File: config.mk
export PLATFORM = sky130hd
export DESIGN_NAME = file_slot_and_block_allocator_flat
export DESIGN_NICKNAME = d
export VERILOG_FILES = /design/src/hdl/fsba_pkg.sv /design/src/hdl/fsba_if.sv /design/src/hdl/file_slot_and_block_allocator.sv /design/src/flat_wrapper.sv
export SDC_FILE = /design/constraint.sdc
export NUM_CORES = 2
export LEC_CHECK = 0
export ABC_CLOCK_PERIOD_IN_PS = 5800
export BUFFER_PORTS_ARGS = -buffer_cell sky130_fd_sc_hd__buf_2
export CAP_MARGIN = 10
export CORE_ASPECT_RATIO = 0.75
export CORE_MARGIN = 2
export CORE_UTILIZATION = 40
export CTS_BUF_LIST = sky130_fd_sc_hd__clkbuf_8
export CTS_CLUSTER_SIZE = 16
export DETAILED_ROUTE_END_ITERATION = 16
export PLACE_DENSITY = 0.58
export SLEW_MARGIN = 25
export SYNTH_ARGS = -nofsm -noshare
export SYNTH_HDL_FRONTEND = slang
export SYNTH_SLANG_ARGS = --single-unit
File: constraint.sdc
create_clock -name clk -period 5.8 [get_ports clk]
set_clock_uncertainty 0.05 [all_clocks]
set_input_delay 0.87 -clock clk [delete_from_list [all_inputs] [get_ports clk]]
set_output_delay 0.87 -clock clk [all_outputs]
set_load 0.005 [all_outputs]
File: src/hdl/fsba_pkg.sv
package fsba_pkg;

  localparam int OPCODE_W  = 2;
  localparam int FILE_ID_W = 16;
  localparam int STATUS_W  = 3;
  localparam int SLOT_IDX_W = 6;
  localparam int BLOCK_NUM_W = 9;
  localparam int LIMIT_W   = 10;

  localparam logic [LIMIT_W-1:0] LIMIT_RESET = 10'd512;

  // block map is stored as rows of ROW_W flags
  localparam int ROW_W  = 32;
  localparam int ROW_BW = 5;
  localparam logic [ROW_W-1:0] ROW0_RESET = 32'h0000_0003;

  typedef enum logic [OPCODE_W-1:0] {
    OP_CREATE = 2'd0,
    OP_DELETE = 2'd1,
    OP_LOOKUP = 2'd2
  } op_t;

  typedef enum logic [STATUS_W-1:0] {
    ST_OK        = 3'd0,
    ST_EXISTS    = 3'd1,
    ST_NO_SLOT   = 3'd2,
    ST_NO_BLOCK  = 3'd3,
    ST_NOT_FOUND = 3'd4
  } status_t;

  typedef enum logic [2:0] {
    S_IDLE,
    S_SCAN,
    S_BSCAN,
    S_COMMIT,
    S_DREAD,
    S_DMOD,
    S_RESP
  } state_t;

endpackage

File: src/hdl/fsba_if.sv
interface fsba_req_if import fsba_pkg::*; ();
  logic                 valid;
  logic                 ready;
  logic [OPCODE_W-1:0]  opcode;
  logic [FILE_ID_W-1:0] file_id;

  modport source (output valid, output opcode, output file_id, input ready);
  modport sink   (input valid, input opcode, input file_id, output ready);
endinterface

interface fsba_rsp_if import fsba_pkg::*; ();
  logic                   valid;
  logic                   ready;
  logic [STATUS_W-1:0]    status;
  logic [SLOT_IDX_W-1:0]  slot_index;
  logic [BLOCK_NUM_W-1:0] blk_num;

  modport source (output valid, output status, output slot_index, output blk_num,
                  input ready);
  modport sink   (input valid, input status, input slot_index, input blk_num,
                  output ready);
endinterface

interface fsba_cfg_if import fsba_pkg::*; ();
  logic               valid;
  logic               ready;
  logic [LIMIT_W-1:0] data;

  modport source (output valid, output data, input ready);
  modport sink   (input valid, input data, output ready);
endinterface

File: src/hdl/file_slot_and_block_allocator.sv
// One item at a time. Create, delete and lookup scan the slot table; an unused opcode goes
// straight to the result. Create, if the ID is new and a slot is free, adds a scan of the block map
// in rows of 32, then a commit that writes the slot and the map row. Delete of a found file
// reads and then rewrites its map row. The next item can be taken in the cycle after the
// result is loaded; a result waiting in the out reg stalls the load.
// Reset: all slots free, block_limit 512, blocks 0 and 1 used, no clearing pass.
module file_slot_and_block_allocator import fsba_pkg::*; #(
  parameter int SLOTS   = 64,
  parameter int BLOCKS  = 512,
  parameter int ID_BITS = 16
) (
  input  logic      clk,
  input  logic      rst_n,
  fsba_req_if.sink   in_ch,
  fsba_rsp_if.source out_ch,
  fsba_cfg_if.sink   cfg_ch
);

  localparam int SB   = (SLOTS > 1) ? $clog2(SLOTS) : 1;
  localparam int BW   = $clog2(BLOCKS);
  localparam int ROWS = (BLOCKS + ROW_W - 1) / ROW_W;
  localparam int RB   = (ROWS > 1) ? $clog2(ROWS) : 1;
  localparam int LW   = ($clog2(BLOCKS + 1) > LIMIT_W) ? $clog2(BLOCKS + 1) : LIMIT_W;
  localparam int CW   = (LW > RB + ROW_BW) ? LW : RB + ROW_BW;
  localparam int EW   = ID_BITS + BW;
  localparam logic [SB-1:0] SLOT_LAST = SB'(SLOTS - 1);
  localparam logic [RB-1:0] ROW_LAST  = RB'(ROWS - 1);

  // memories
  logic [EW-1:0]    slot_mem [SLOTS];
  logic [ROW_W-1:0] blk_mem  [ROWS];
  logic [EW-1:0]    slot_rd_r;
  logic [ROW_W-1:0] blk_rd_r;

  // control state
  state_t             state_r, state_nxt;
  logic [LIMIT_W-1:0] limit_r;
  logic [SLOTS-1:0]   slot_vld_r;
  logic [ROWS-1:0]    row_vld_r;
  logic               iss_on_r, chk_on_r, bis_on_r, bchk_on_r;
  logic               out_vld_r;

  // datapath
  op_t                op_r;
  logic [ID_BITS-1:0] id_r;
  logic [SB-1:0]      iss_r, chk_idx_r;
  logic [RB-1:0]      bis_r, bchk_row_r;
  logic               match_r, free_r, bfound_r;
  logic [SB-1:0]      match_slot_r, free_slot_r;
  logic [BW-1:0]      match_blk_r, bfound_blk_r;
  logic [RB-1:0]      bfound_row_r;
  logic [ROW_BW-1:0]  bfound_bit_r;
  logic [ROW_W-1:0]   bfound_word_r;
  logic [STATUS_W-1:0]    out_status_r;
  logic [SLOT_IDX_W-1:0]  out_slot_r;
  logic [BLOCK_NUM_W-1:0] out_blk_r;

  // combinational
  logic               accept;
  logic [LW-1:0]      lim_ext, lim;
  logic [ID_BITS-1:0] slot_rd_id;
  logic [BW-1:0]      slot_rd_blk;
  logic               hit_now, free_now, scan_end, match_any, free_any;
  logic [RB-1:0]      del_row, chk_row;
  logic [ROW_BW-1:0]  del_bit;
  logic [ROW_W-1:0]   row_eff, avail;
  logic [ROW_BW-1:0]  pick_bit;
  logic               pick_any, bfree_now, bscan_end;
  logic               slot_we, blk_we, load_out;
  logic [RB-1:0]      blk_waddr, blk_raddr;
  logic [ROW_W-1:0]   blk_wdata;
  status_t            res_status;
  logic [SB-1:0]      res_slot;
  logic [BW-1:0]      res_blk;

  function automatic logic [ROW_W-1:0] rst_row(input logic [RB-1:0] r);
    rst_row = (r == '0) ? ROW0_RESET : '0;
  endfunction

  assign accept = in_ch.valid && in_ch.ready;

  always_comb begin
    lim_ext = LW'(limit_r);
    lim     = (lim_ext > LW'(BLOCKS)) ? LW'(BLOCKS) : lim_ext;
  end

  // slot scan check stage
  assign slot_rd_id  = slot_rd_r[EW-1:BW];
  assign slot_rd_blk = slot_rd_r[BW-1:0];
  assign hit_now   = chk_on_r && slot_vld_r[chk_idx_r] && (slot_rd_id == id_r);
  assign free_now  = chk_on_r && !slot_vld_r[chk_idx_r];
  assign scan_end  = chk_on_r && (chk_idx_r == SLOT_LAST);
  assign match_any = match_r || hit_now;
  assign free_any  = free_r || free_now;

  // block map row check
  assign del_row = RB'(match_blk_r >> ROW_BW);
  assign del_bit = ROW_BW'(match_blk_r);
  assign chk_row = (state_r == S_DMOD) ? del_row : bchk_row_r;
  assign row_eff = row_vld_r[chk_row] ? blk_rd_r : rst_row(chk_row);

  always_comb begin
    pick_bit = '0;
    pick_any = 1'b0;
    for (int b = 0; b < ROW_W; b++) begin
      avail[b] = !row_eff[b] && (CW'({bchk_row_r, ROW_BW'(b)}) < CW'(lim));
    end
    for (int b = ROW_W - 1; b >= 0; b--) begin
      if (avail[b]) begin
        pick_bit = ROW_BW'(b);
        pick_any = 1'b1;
      end
    end
  end

  assign bfree_now = bchk_on_r && pick_any;
  assign bscan_end = bchk_on_r && (bchk_row_r == ROW_LAST);

  // result of the finished item
  always_comb begin
    res_status = ST_NOT_FOUND;
    res_slot   = '0;
    res_blk    = '0;
    case (op_r)
      OP_CREATE: begin
        if (match_r) begin
          res_status = ST_EXISTS;
        end else if (!free_r) begin
          res_status = ST_NO_SLOT;
        end else if (!bfound_r) begin
          res_status = ST_NO_BLOCK;
        end else begin
          res_status = ST_OK;
          res_slot   = free_slot_r;
          res_blk    = bfound_blk_r;
        end
      end
      OP_DELETE, OP_LOOKUP: begin
        if (match_r) begin
          res_status = ST_OK;
          res_slot   = match_slot_r;
          res_blk    = match_blk_r;
        end
      end
      default: res_status = ST_NOT_FOUND;
    endcase
  end

  // next state
  always_comb begin
    state_nxt = state_r;
    case (state_r)
      S_IDLE: begin
        if (accept) begin
          if (in_ch.opcode inside {OP_CREATE, OP_DELETE, OP_LOOKUP}) begin
            state_nxt = S_SCAN;
          end else begin
            state_nxt = S_RESP;
          end
        end
      end
      S_SCAN: begin
        if (scan_end) begin
          if (op_r == OP_CREATE && !match_any && free_any) begin
            state_nxt = S_BSCAN;
          end else if (op_r == OP_DELETE && match_any) begin
            state_nxt = S_DREAD;
          end else begin
            state_nxt = S_RESP;
          end
        end
      end
      S_BSCAN: begin
        if (bscan_end) begin
          state_nxt = (bfound_r || bfree_now) ? S_COMMIT : S_RESP;
        end
      end
      S_COMMIT: state_nxt = S_RESP;
      S_DREAD:  state_nxt = S_DMOD;
      S_DMOD:   state_nxt = S_RESP;
      S_RESP: begin
        if (load_out) begin
          state_nxt = S_IDLE;
        end
      end
      default: state_nxt = S_IDLE;
    endcase
  end

  // outputs
  always_comb begin
    in_ch.ready = 1'b0;
    slot_we     = 1'b0;
    blk_we      = 1'b0;
    blk_waddr   = bfound_row_r;
    blk_wdata   = bfound_word_r | (ROW_W'(1) << bfound_bit_r);
    blk_raddr   = bis_r;
    load_out    = 1'b0;
    case (state_r)
      S_IDLE:   in_ch.ready = 1'b1;
      S_COMMIT: begin
        slot_we = 1'b1;
        blk_we  = 1'b1;
      end
      S_DREAD:  blk_raddr = del_row;
      S_DMOD: begin
        blk_we    = 1'b1;
        blk_waddr = del_row;
        blk_wdata = row_eff & ~(ROW_W'(1) << del_bit);
      end
      S_RESP:   load_out = !out_vld_r || out_ch.ready;
      default: ;
    endcase
  end

  assign cfg_ch.ready       = 1'b1;
  assign out_ch.valid       = out_vld_r;
  assign out_ch.status      = out_status_r;
  assign out_ch.slot_index  = out_slot_r;
  assign out_ch.blk_num     = out_blk_r;

  // memories
  always_ff @(posedge clk) begin
    if (slot_we) begin
      slot_mem[free_slot_r] <= {id_r, bfound_blk_r};
    end
    slot_rd_r <= slot_mem[iss_r];
  end

  always_ff @(posedge clk) begin
    if (blk_we) begin
      blk_mem[blk_waddr] <= blk_wdata;
    end
    blk_rd_r <= blk_mem[blk_raddr];
  end

  // control registers
  always_ff @(posedge clk) begin
    if (!rst_n) begin
      state_r    <= S_IDLE;
      limit_r    <= LIMIT_RESET;
      slot_vld_r <= '0;
      row_vld_r  <= '0;
      iss_on_r   <= 1'b0;
      chk_on_r   <= 1'b0;
      bis_on_r   <= 1'b0;
      bchk_on_r  <= 1'b0;
      out_vld_r  <= 1'b0;
    end else begin
      state_r <= state_nxt;
      if (cfg_ch.valid && cfg_ch.ready) begin
        limit_r <= cfg_ch.data;
      end
      if (state_nxt == S_SCAN && state_r == S_IDLE) begin
        iss_on_r <= 1'b1;
      end else if (state_r == S_SCAN && iss_on_r && iss_r == SLOT_LAST) begin
        iss_on_r <= 1'b0;
      end
      chk_on_r <= (state_r == S_SCAN) && iss_on_r;
      if (state_nxt == S_BSCAN && state_r == S_SCAN) begin
        bis_on_r <= 1'b1;
      end else if (state_r == S_BSCAN && bis_on_r && bis_r == ROW_LAST) begin
        bis_on_r <= 1'b0;
      end
      bchk_on_r <= (state_r == S_BSCAN) && bis_on_r;
      if (slot_we) begin
        slot_vld_r[free_slot_r] <= 1'b1;
      end
      if (state_r == S_DMOD) begin
        slot_vld_r[match_slot_r] <= 1'b0;
      end
      if (blk_we) begin
        row_vld_r[blk_waddr] <= 1'b1;
      end
      if (load_out) begin
        out_vld_r <= 1'b1;
      end else if (out_ch.ready) begin
        out_vld_r <= 1'b0;
      end
    end
  end

  // datapath registers
  always_ff @(posedge clk) begin
    if (accept) begin
      op_r     <= op_t'(in_ch.opcode);
      id_r     <= ID_BITS'(in_ch.file_id);
      iss_r    <= '0;
      match_r  <= 1'b0;
      free_r   <= 1'b0;
      bfound_r <= 1'b0;
    end else if (state_r == S_SCAN && iss_on_r && iss_r != SLOT_LAST) begin
      iss_r <= iss_r + 1'b1;
    end
    chk_idx_r <= iss_r;
    if (hit_now && !match_r) begin
      match_r      <= 1'b1;
      match_slot_r <= chk_idx_r;
      match_blk_r  <= slot_rd_blk;
    end
    if (free_now && !free_r) begin
      free_r      <= 1'b1;
      free_slot_r <= chk_idx_r;
    end
    if (state_r == S_SCAN) begin
      bis_r <= '0;
    end else if (state_r == S_BSCAN && bis_on_r && bis_r != ROW_LAST) begin
      bis_r <= bis_r + 1'b1;
    end
    bchk_row_r <= bis_r;
    if (bfree_now && !bfound_r) begin
      bfound_r      <= 1'b1;
      bfound_blk_r  <= BW'({bchk_row_r, pick_bit});
      bfound_row_r  <= bchk_row_r;
      bfound_bit_r  <= pick_bit;
      bfound_word_r <= row_eff;
    end
    if (load_out) begin
      out_status_r <= res_status;
      out_slot_r   <= SLOT_IDX_W'(res_slot);
      out_blk_r    <= BLOCK_NUM_W'(res_blk);
    end
  end

  a_commit_ready: assert property (@(posedge clk) disable iff (!rst_n)
    state_r == S_COMMIT |-> free_r && bfound_r && !match_r)
    else $error("commit without a free slot and block");

  a_accept_starts: assert property (@(posedge clk) disable iff (!rst_n)
    accept |=> (state_r == S_SCAN || state_r == S_RESP))
    else $error("accepted item did not start");

  a_err_zero: assert property (@(posedge clk) disable iff (!rst_n)
    out_vld_r && out_status_r != ST_OK |-> out_slot_r == '0 && out_blk_r == '0)
    else $error("error result carries nonzero fields");

  a_del_valid: assert property (@(posedge clk) disable iff (!rst_n)
    state_r == S_DMOD |-> slot_vld_r[match_slot_r])
    else $error("delete of a free slot");

endmodule
File: src/flat_wrapper.sv
// flat-port wrapper written by rule: the top's interface ports become plain ports
module file_slot_and_block_allocator_flat import fsba_pkg::*;
#(
  parameter int SLOTS   = 64,
  parameter int BLOCKS  = 512,
  parameter int ID_BITS = 16
)
  (clk, rst_n, in_ch_valid, in_ch_opcode, in_ch_file_id, in_ch_ready, out_ch_valid, out_ch_status, out_ch_slot_index, out_ch_blk_num, out_ch_ready, cfg_ch_valid, cfg_ch_data, cfg_ch_ready);
  fsba_req_if in_ch_i ();
  fsba_rsp_if out_ch_i ();
  fsba_cfg_if cfg_ch_i ();
  input  logic clk;
  input  logic rst_n;
  input wire logic [$bits(in_ch_i.valid)-1:0] in_ch_valid;
  input wire logic [$bits(in_ch_i.opcode)-1:0] in_ch_opcode;
  input wire logic [$bits(in_ch_i.file_id)-1:0] in_ch_file_id;
  output wire logic [$bits(in_ch_i.ready)-1:0] in_ch_ready;
  output wire logic [$bits(out_ch_i.valid)-1:0] out_ch_valid;
  output wire logic [$bits(out_ch_i.status)-1:0] out_ch_status;
  output wire logic [$bits(out_ch_i.slot_index)-1:0] out_ch_slot_index;
  output wire logic [$bits(out_ch_i.blk_num)-1:0] out_ch_blk_num;
  input wire logic [$bits(out_ch_i.ready)-1:0] out_ch_ready;
  input wire logic [$bits(cfg_ch_i.valid)-1:0] cfg_ch_valid;
  input wire logic [$bits(cfg_ch_i.data)-1:0] cfg_ch_data;
  output wire logic [$bits(cfg_ch_i.ready)-1:0] cfg_ch_ready;
  assign in_ch_i.valid = in_ch_valid;
  assign in_ch_i.opcode = in_ch_opcode;
  assign in_ch_i.file_id = in_ch_file_id;
  assign in_ch_ready = in_ch_i.ready;
  assign out_ch_valid = out_ch_i.valid;
  assign out_ch_status = out_ch_i.status;
  assign out_ch_slot_index = out_ch_i.slot_index;
  assign out_ch_blk_num = out_ch_i.blk_num;
  assign out_ch_i.ready = out_ch_ready;
  assign cfg_ch_i.valid = cfg_ch_valid;
  assign cfg_ch_i.data = cfg_ch_data;
  assign cfg_ch_ready = cfg_ch_i.ready;
  file_slot_and_block_allocator #(.SLOTS(SLOTS), .BLOCKS(BLOCKS), .ID_BITS(ID_BITS)) u_core (.clk(clk), .rst_n(rst_n), .in_ch(in_ch_i), .out_ch(out_ch_i), .cfg_ch(cfg_ch_i));
endmodule
Yosys cells after proc, flatten, opt, wreduce, memory -nomap -nowiden

Memory sizes are Yosys's and may differ from the RTL's. A register that Yosys moved wholly into a read port is not among the register bits.
Cells that the tools add are included.

Mux-type cells: 122
Reductions and logical operators: 108
Bitwise operators: 7
Magnitude comparators: 41
Shifts and indexed selects: 2
Equal/unequal tests: 19
Add/subtract/negate cells: 2

Operator list:

| operator                                                                     | number |
|---|---|
| 9-bit by 10-bit less-than comparator with 1-bit output                       | 32 |
| 64-bit 2-to-1 mux                                                            | 3 |
| 5-bit 2-to-1 mux                                                             | 32 |
| 64-bit bitwise AND                                                           | 1 |
| 32-bit 2-to-1 mux                                                            | 2 |
| 64-bit NOT                                                                   | 1 |
| 64-bit bitwise OR                                                            | 1 |
| 1-bit by 5-bit left shift with 32-bit output, first input constant           | 2 |
| 1-bit logical AND                                                            | 56 |
| 1-bit 2-to-1 mux                                                             | 51 |
| 1-bit zero test                                                              | 38 |
| 9-bit 2-to-1 mux                                                             | 4 |
| 32-bit bitwise AND                                                           | 1 |
| 32-bit NOT                                                                   | 1 |
| 32-bit bitwise OR                                                            | 1 |
| 3-bit 2-to-1 mux                                                             | 10 |
| 6-bit 2-to-1 mux                                                             | 4 |
| 6-bit by 7-bit less-than comparator with 1-bit output, second input constant | 3 |
| 3-bit case mux with 6 select lines                                           | 1 |
| 9-bit case mux with 2 select lines                                           | 1 |
| 16-bit equality test                                                         | 1 |
| 16-bit bitwise OR                                                            | 1 |
| 1-bit demux with 6-bit select                                                | 2 |
| 6-bit equality test, second input constant                                   | 2 |
| 29 further kinds                                                             | 50 |

Memory bits (writable): 2,112
Memories kept: 2
Register bits after elaboration: 228
Word-level logic and storage cells: 331

Memory list:

| memory          | words | width | rd ports | clocked after memory_dff | wr ports | line                                | RTL |
|---|---|---|---|---|---|---|---|
| u_core.slot_mem | 64    | 25    | 1        | 1                        | 1        | file_slot_and_block_allocator.sv:30 | `logic [EW-1:0] slot_mem [SLOTS];` |
| u_core.blk_mem  | 16    | 32    | 1        | 1                        | 1        | file_slot_and_block_allocator.sv:31 | `logic [ROW_W-1:0] blk_mem [ROWS];` |

Depth between registers and ports, before layout

Depth in word-level cells: 47
Gate-level depth with buffers: 15
Mapped depth without buffers: 12

Worst setup path after synthesis

No wires, ideal clock.

Path type: register -> register
From: register u_core.limit_r[9] (netlist: u_core.lim_ext[9])
To: register u_core.bfound_bit_r[0] (enable)
Cell stages (with the launch flop): 16
Path buffers: 3
Period minus slack after synthesis: 5.130 ns
Arrival time: 4.640 ns
Path slack: 0.670 ns
Path through: dfxtp_1 buf_2 inv_1 buf_2 nand2_1 ha_1 a211oi_1 a2bb2oi_1 nand2_1 clkbuf_1 nor3_1 nor2_1 or4bb_1 nor3_1 and2_1 nor2_1

Longest elaborated chain between the ends: 38
Elaborated cells on any way between the ends: 100
Classes of those cells: 33 x order compare; 33 x mux; 34 x reduce/logical

Ends and longest elaborated chain:

| item                                                   | line                                 | RTL |
|---|---|---|
| start, declared                                        | file_slot_and_block_allocator.sv:37  | `logic [LIMIT_W-1:0] limit_r;` |
| start signal, assigned                                 | file_slot_and_block_allocator.sv:252 | `limit_r <= cfg_ch.data;` |
| 10-bit greater-than comparator                         | file_slot_and_block_allocator.sv:84  | `lim = (lim_ext > LW'(BLOCKS)) ? LW'(BLOCKS) : lim_ext;` |
| 10-bit 2-to-1 mux *                                    | file_slot_and_block_allocator.sv:84  |  |
| 9-bit by 10-bit less-than comparator with 1-bit output | file_slot_and_block_allocator.sv:106 | `avail[b] = !row_eff[b] && (CW'({bchk_row_r, ROW_BW'(b)}) < CW'(lim));` |
| 1-bit logical AND                                      | file_slot_and_block_allocator.sv:106 |  |
| 1-bit 2-to-1 mux (31 in series)                        | file_slot_and_block_allocator.sv:109 | `if (avail[b]) begin` |
| 1-bit 2-to-1 mux *                                     | file_slot_and_block_allocator.sv:109 |  |
| 1-bit logical AND *                                    | file_slot_and_block_allocator.sv:116 | `assign bfree_now = bchk_on_r && pick_any;` |
| 1-bit logical AND *                                    | file_slot_and_block_allocator.sv:311 | `if (bfree_now && !bfound_r) begin` |
| end signal, assigned                                   | file_slot_and_block_allocator.sv:315 | `bfound_bit_r <= pick_bit;` |
| end, declared                                          | file_slot_and_block_allocator.sv:52  | `logic [ROW_BW-1:0] bfound_bit_r;` |

Mark *: on every way between the ends. The rest lies on a longest branch, timed or not.
A chain may end at the register's enable or synchronous reset.

Final worst setup path

From: register u_core.state_r[0]
To: register u_core.bfound_word_r[25] (enable)

Longest elaborated chain between the ends: 41
Elaborated cells on any way between the ends: 105
Classes of those cells: 1 x eq/ne; 37 x mux; 67 x reduce/logical

Ends and longest elaborated chain:

| item                                      | line                                 | RTL |
|---|---|---|
| start, declared                           | file_slot_and_block_allocator.sv:36  | `state_t state_r, state_nxt;` |
| start signal, assigned                    | file_slot_and_block_allocator.sv:250 | `state_r <= state_nxt;` |
| 3-bit equality test *                     | file_slot_and_block_allocator.sv:99  | `assign chk_row = (state_r == S_DMOD) ? del_row : bchk_row_r;` |
| 4-bit 2-to-1 mux *                        | file_slot_and_block_allocator.sv:99  |  |
| 1-bit binary-select mux with 4-bit select | file_slot_and_block_allocator.sv:100 | `assign row_eff = row_vld_r[chk_row] ? blk_rd_r : rst_row(chk_row);` |
| 1-bit 2-to-1 mux (not written as such)    | file_slot_and_block_allocator.sv:100 |  |
| 32-bit 2-to-1 mux *                       | file_slot_and_block_allocator.sv:100 |  |
| 1-bit zero test                           | file_slot_and_block_allocator.sv:106 |  |
| 1-bit logical AND                         | file_slot_and_block_allocator.sv:106 |  |
| 1-bit 2-to-1 mux (31 in series)           | file_slot_and_block_allocator.sv:109 |  |
| 1-bit 2-to-1 mux *                        | file_slot_and_block_allocator.sv:109 |  |
| 1-bit logical AND *                       | file_slot_and_block_allocator.sv:116 |  |
| 1-bit logical AND *                       | file_slot_and_block_allocator.sv:311 |  |
| end signal, assigned                      | file_slot_and_block_allocator.sv:316 | `bfound_word_r <= row_eff;` |
| end, declared                             | file_slot_and_block_allocator.sv:53  | `logic [ROW_W-1:0] bfound_word_r;` |

Mark *: on every way between the ends. The rest lies on a longest branch, timed or not. The select of a mux whose other input is x is not followed.

==> metrics <==
Die Y-Extent 420 um; outcome finished clean; max-cap viol count 0; average size of a mapped cell 21.3 um^2; final slew viol count 0; crit-path max FO 41; pwr dens 325 nW/um^2; DRC violations left 0; fin nets 4752; final hold viol count 0; Crit Path Class reg -> reg; Skew-Pair Late Insertion Delay 1.00 ns; EDFF count, synth 2210; Synth warnings 0; Pleak 32.9 nW; layout overhead on the synthesized area 13.6%; largest cells by area after synthesis edfxtp_1 (72%), mux4_2 (17%), dfxtp_1 (3.9%); io pins 54; critical path startpoint category register; combinational share of power 0.051; R2R Setup Slk 0.84 ns; Arr. time, crit path 5.55 ns; post-route ant nets 0; Net Sw Power 7.70 mW; DP Wirelength 141000 um; DP Worst Slack 1.02 ns; fmax 202 MHz; CTS Buf Count 378; die width 559 um; gpl congestion 0.931; peak supply drop 0.000186 V; Worst-path clk slew 0.06 ns; HP Class in -> reg; Yosys reg bits 2388; setup TNS 0 ns; first-pass GRT wire length 349000 um; Internal 26.4 mW; drt first pass iters 8; fin cells 8093; R2R depth 10; Sink Count 2388; port bufs 52; Core ar. 229000 um^2; H-tree depth 5; register area share after synthesis 0.757; Post-synth ARST share 0; switching share of power 0.226; Max-slew headroom 0.270; Worst setup EP type register; initial drt markers 6104; mapped cell area 92400 um^2; Hold Path End u_core.lim_ext[0]; CP max stage delay 0.72 ns; final setup fails 0; count leader, synth edfxtp_1; Worst R2R End u_core.bfound_word_r[25]; Via density 5.78; syn nets 4383; Synth Flop Type edfxtp_1; Worst EP required 6.39 ns; Overall Power 34.1 mW; layout cell share with drive strength beyond 1 0.313; Hold Startpoint cfg_ch_data[0]; total gr overflow 0; Tightest Pin Transition 1.09 ns; Clock Power Share 0.392; FP Rows 152; number of fill cells 19100; gr usage total 0.209; Starting Density 0.403; Layout Utilization 0.458; root buffer cell clkbuf_8; synthesized instance count 4340; Inst Count DP 7389; final period utilization 0.855; Critical R2R Launch u_core.state_r[0]; total number of vias 46800; initial antenna violation count 13; Synth top area share 0.718; unrepaired setup endpoints after global routing no; Post-synth top cells edfxtp_1 (2210), mux4_2 (678), clkbuf_1 (182); Tmin final 4.96 ns; clock tree from TritonCTS done; vias in the first global route 46100; critical-path cell list nand3b_1 > a311o_1 > o21ai_0 > a22o_1 > a31oi_1 > or4bb_1 > nor3_1 > and2_1 > nor2_4 > buf_4; Max clock buf depth 4; Synth cell types 71; Hold Path Stages 3; multi-input logic area 22000 um^2; CP max stage cell a22o_1; routed wire length 248000 um; PnR worst setup slack 0.844 ns; Seq pwr share 0.557; die area 235000 um^2; area leader, netlist edfxtp_1; register area 69900 um^2; average wire per standard cell 30.7 um; largest net degree at the start of global routing 135
[power groups by stage]
stage	registers [mW]	logic [mW]	clock network, mW
final	19.0	1.72	13.4
after floorplan	19.3	1.14	0
after detailed placement	19.3	1.72	0
after global routing	19.0	1.85	14.4
after CTS	19.0	1.74	13.7
after global placement	19.3	1.71	0
[placed cells by master (no fill, tap or decap), drive strengths merged, types with 9 or more instances in the layout]
cell / instances
nand4: 10
nor3b: 9
a21oi: 70
nand3: 30
and2: 61
buf: 230
o211ai: 18
a21o: 15
o221a: 64
o21ai: 60
clkbuf: 399
o21a: 18
nand3b: 12
inv: 163
or2: 13
mux4: 678
nand2: 137
nor2b: 25
a31oi: 44
dlygate4sd3: 18
dfxtp: 178
mux2i: 23
ha: 10
a22oi: 19
nand2b: 9
nor3: 19
edfxtp: 2210
nor2: 166
a211oi: 39
and3: 9
xnor2: 18
clkinv: 133
[worst max-delay path by stage]
| stage | endpoint | slack, ns | start | cells past startpoint |
|---|---|---|---|---|
| 2_1_floorplan | u_core.bfound_bit_r[0] | 0.67 | u_core.lim_ext[9] | 15 |
| 6_report | u_core.bfound_word_r[25] | 0.84 | u_core.state_r[0] | 10 |
| 3_3_place_gp | u_core.bfound_word_r[17] | 1.09 | u_core.lim_ext[9] | 13 |
| 4_1_cts | u_core.bfound_word_r[20] | 0.95 | u_core.state_r[0] | 10 |
| 5_1_grt | u_core.bfound_word_r[24] | 0.66 | u_core.state_r[0] | 10 |
| 3_5_place_dp | u_core.bfound_word_r[17] | 1.02 | u_core.state_r[0] | 10 |
[final cells by class]
type | count | area share
Sequential cell | 2388 | 0.667
Multi-Input combinational cell | 1665 | 0.210
Clock buffer | 399 | 0.0523
Tap cell | 3080 | 0.0367
Timing Repair Buffer | 248 | 0.0194
Clock inverter | 280 | 0.0140
Inverter | 28 | 0.00100
Antenna cell | 5 | 0.000119
[metal layers]
layer  global-route usage  vias up  wire, um
met3               0.0502      313     23700
met4               0.0547        0      5150
met5                    0        -         0
met2                0.295     2159    107000
met1                0.323    25300    112000
li1                     -    19000         -
[timing repair]
item | in CTS | in global routing
hold endpoints to repair | 18 | 0
buffers inserted | 0 | 0
gates resized for setup | 0 | 0
endpoints found under the setup margin | 0 | 0
hold buffers | 18 | 0
[kinds of logic after synthesis]
kind of cell               share of synthesized area
buffers and inverters                         0.0122
other                                      0.0000406
DFF                                            0.757
muxes                                          0.168
and+or+nand+nor                               0.0285
xor gates and xnor gates                     0.00218
AOI/OAI and AO/OA                             0.0307
adders and majority gates                    0.00135
[worst max-delay path: cells and delay by family, from the launching register on]
kind,cells,cell delay [ns]
buffers and inverters,1,0.32
AO/OA/AOI/OAI,4,1.63
AND/OR/NAND/NOR,5,1.88
flip-flops,1,0.65
[state kept, by name, summed over array words and instances (netlist names), 6 cells and up]
name	count
u_core.match_slot_r	6
u_core.row_vld_r	16
u_core.out_ch.slot_index	6
u_core.out_ch.blk_num	9
u_core.blk_mem	512
u_core.lim_ext	10
u_core.slot_vld_r	64
u_core.blk_rd_r	32
u_core.iss_r	6
u_core.free_slot_r	6
u_core.match_blk_r	9
u_core.slot_mem	1600
u_core.id_r	16
u_core.slot_rd_r	25
u_core.chk_idx_r	6
u_core.bfound_word_r	32
[through the flow]
step / cell area, um^2 / hold WS [ns]
after global routing: 105000 / 0.102
after detailed placement: 97700 / 0.340
after CTS: 105000 / 0.0284
after floorplan: 92400 / 0.279
final: 105000 / 0.115
after global placement: 97600 / 0.341
No activity file was read; power rests on OpenSTA's default activity.
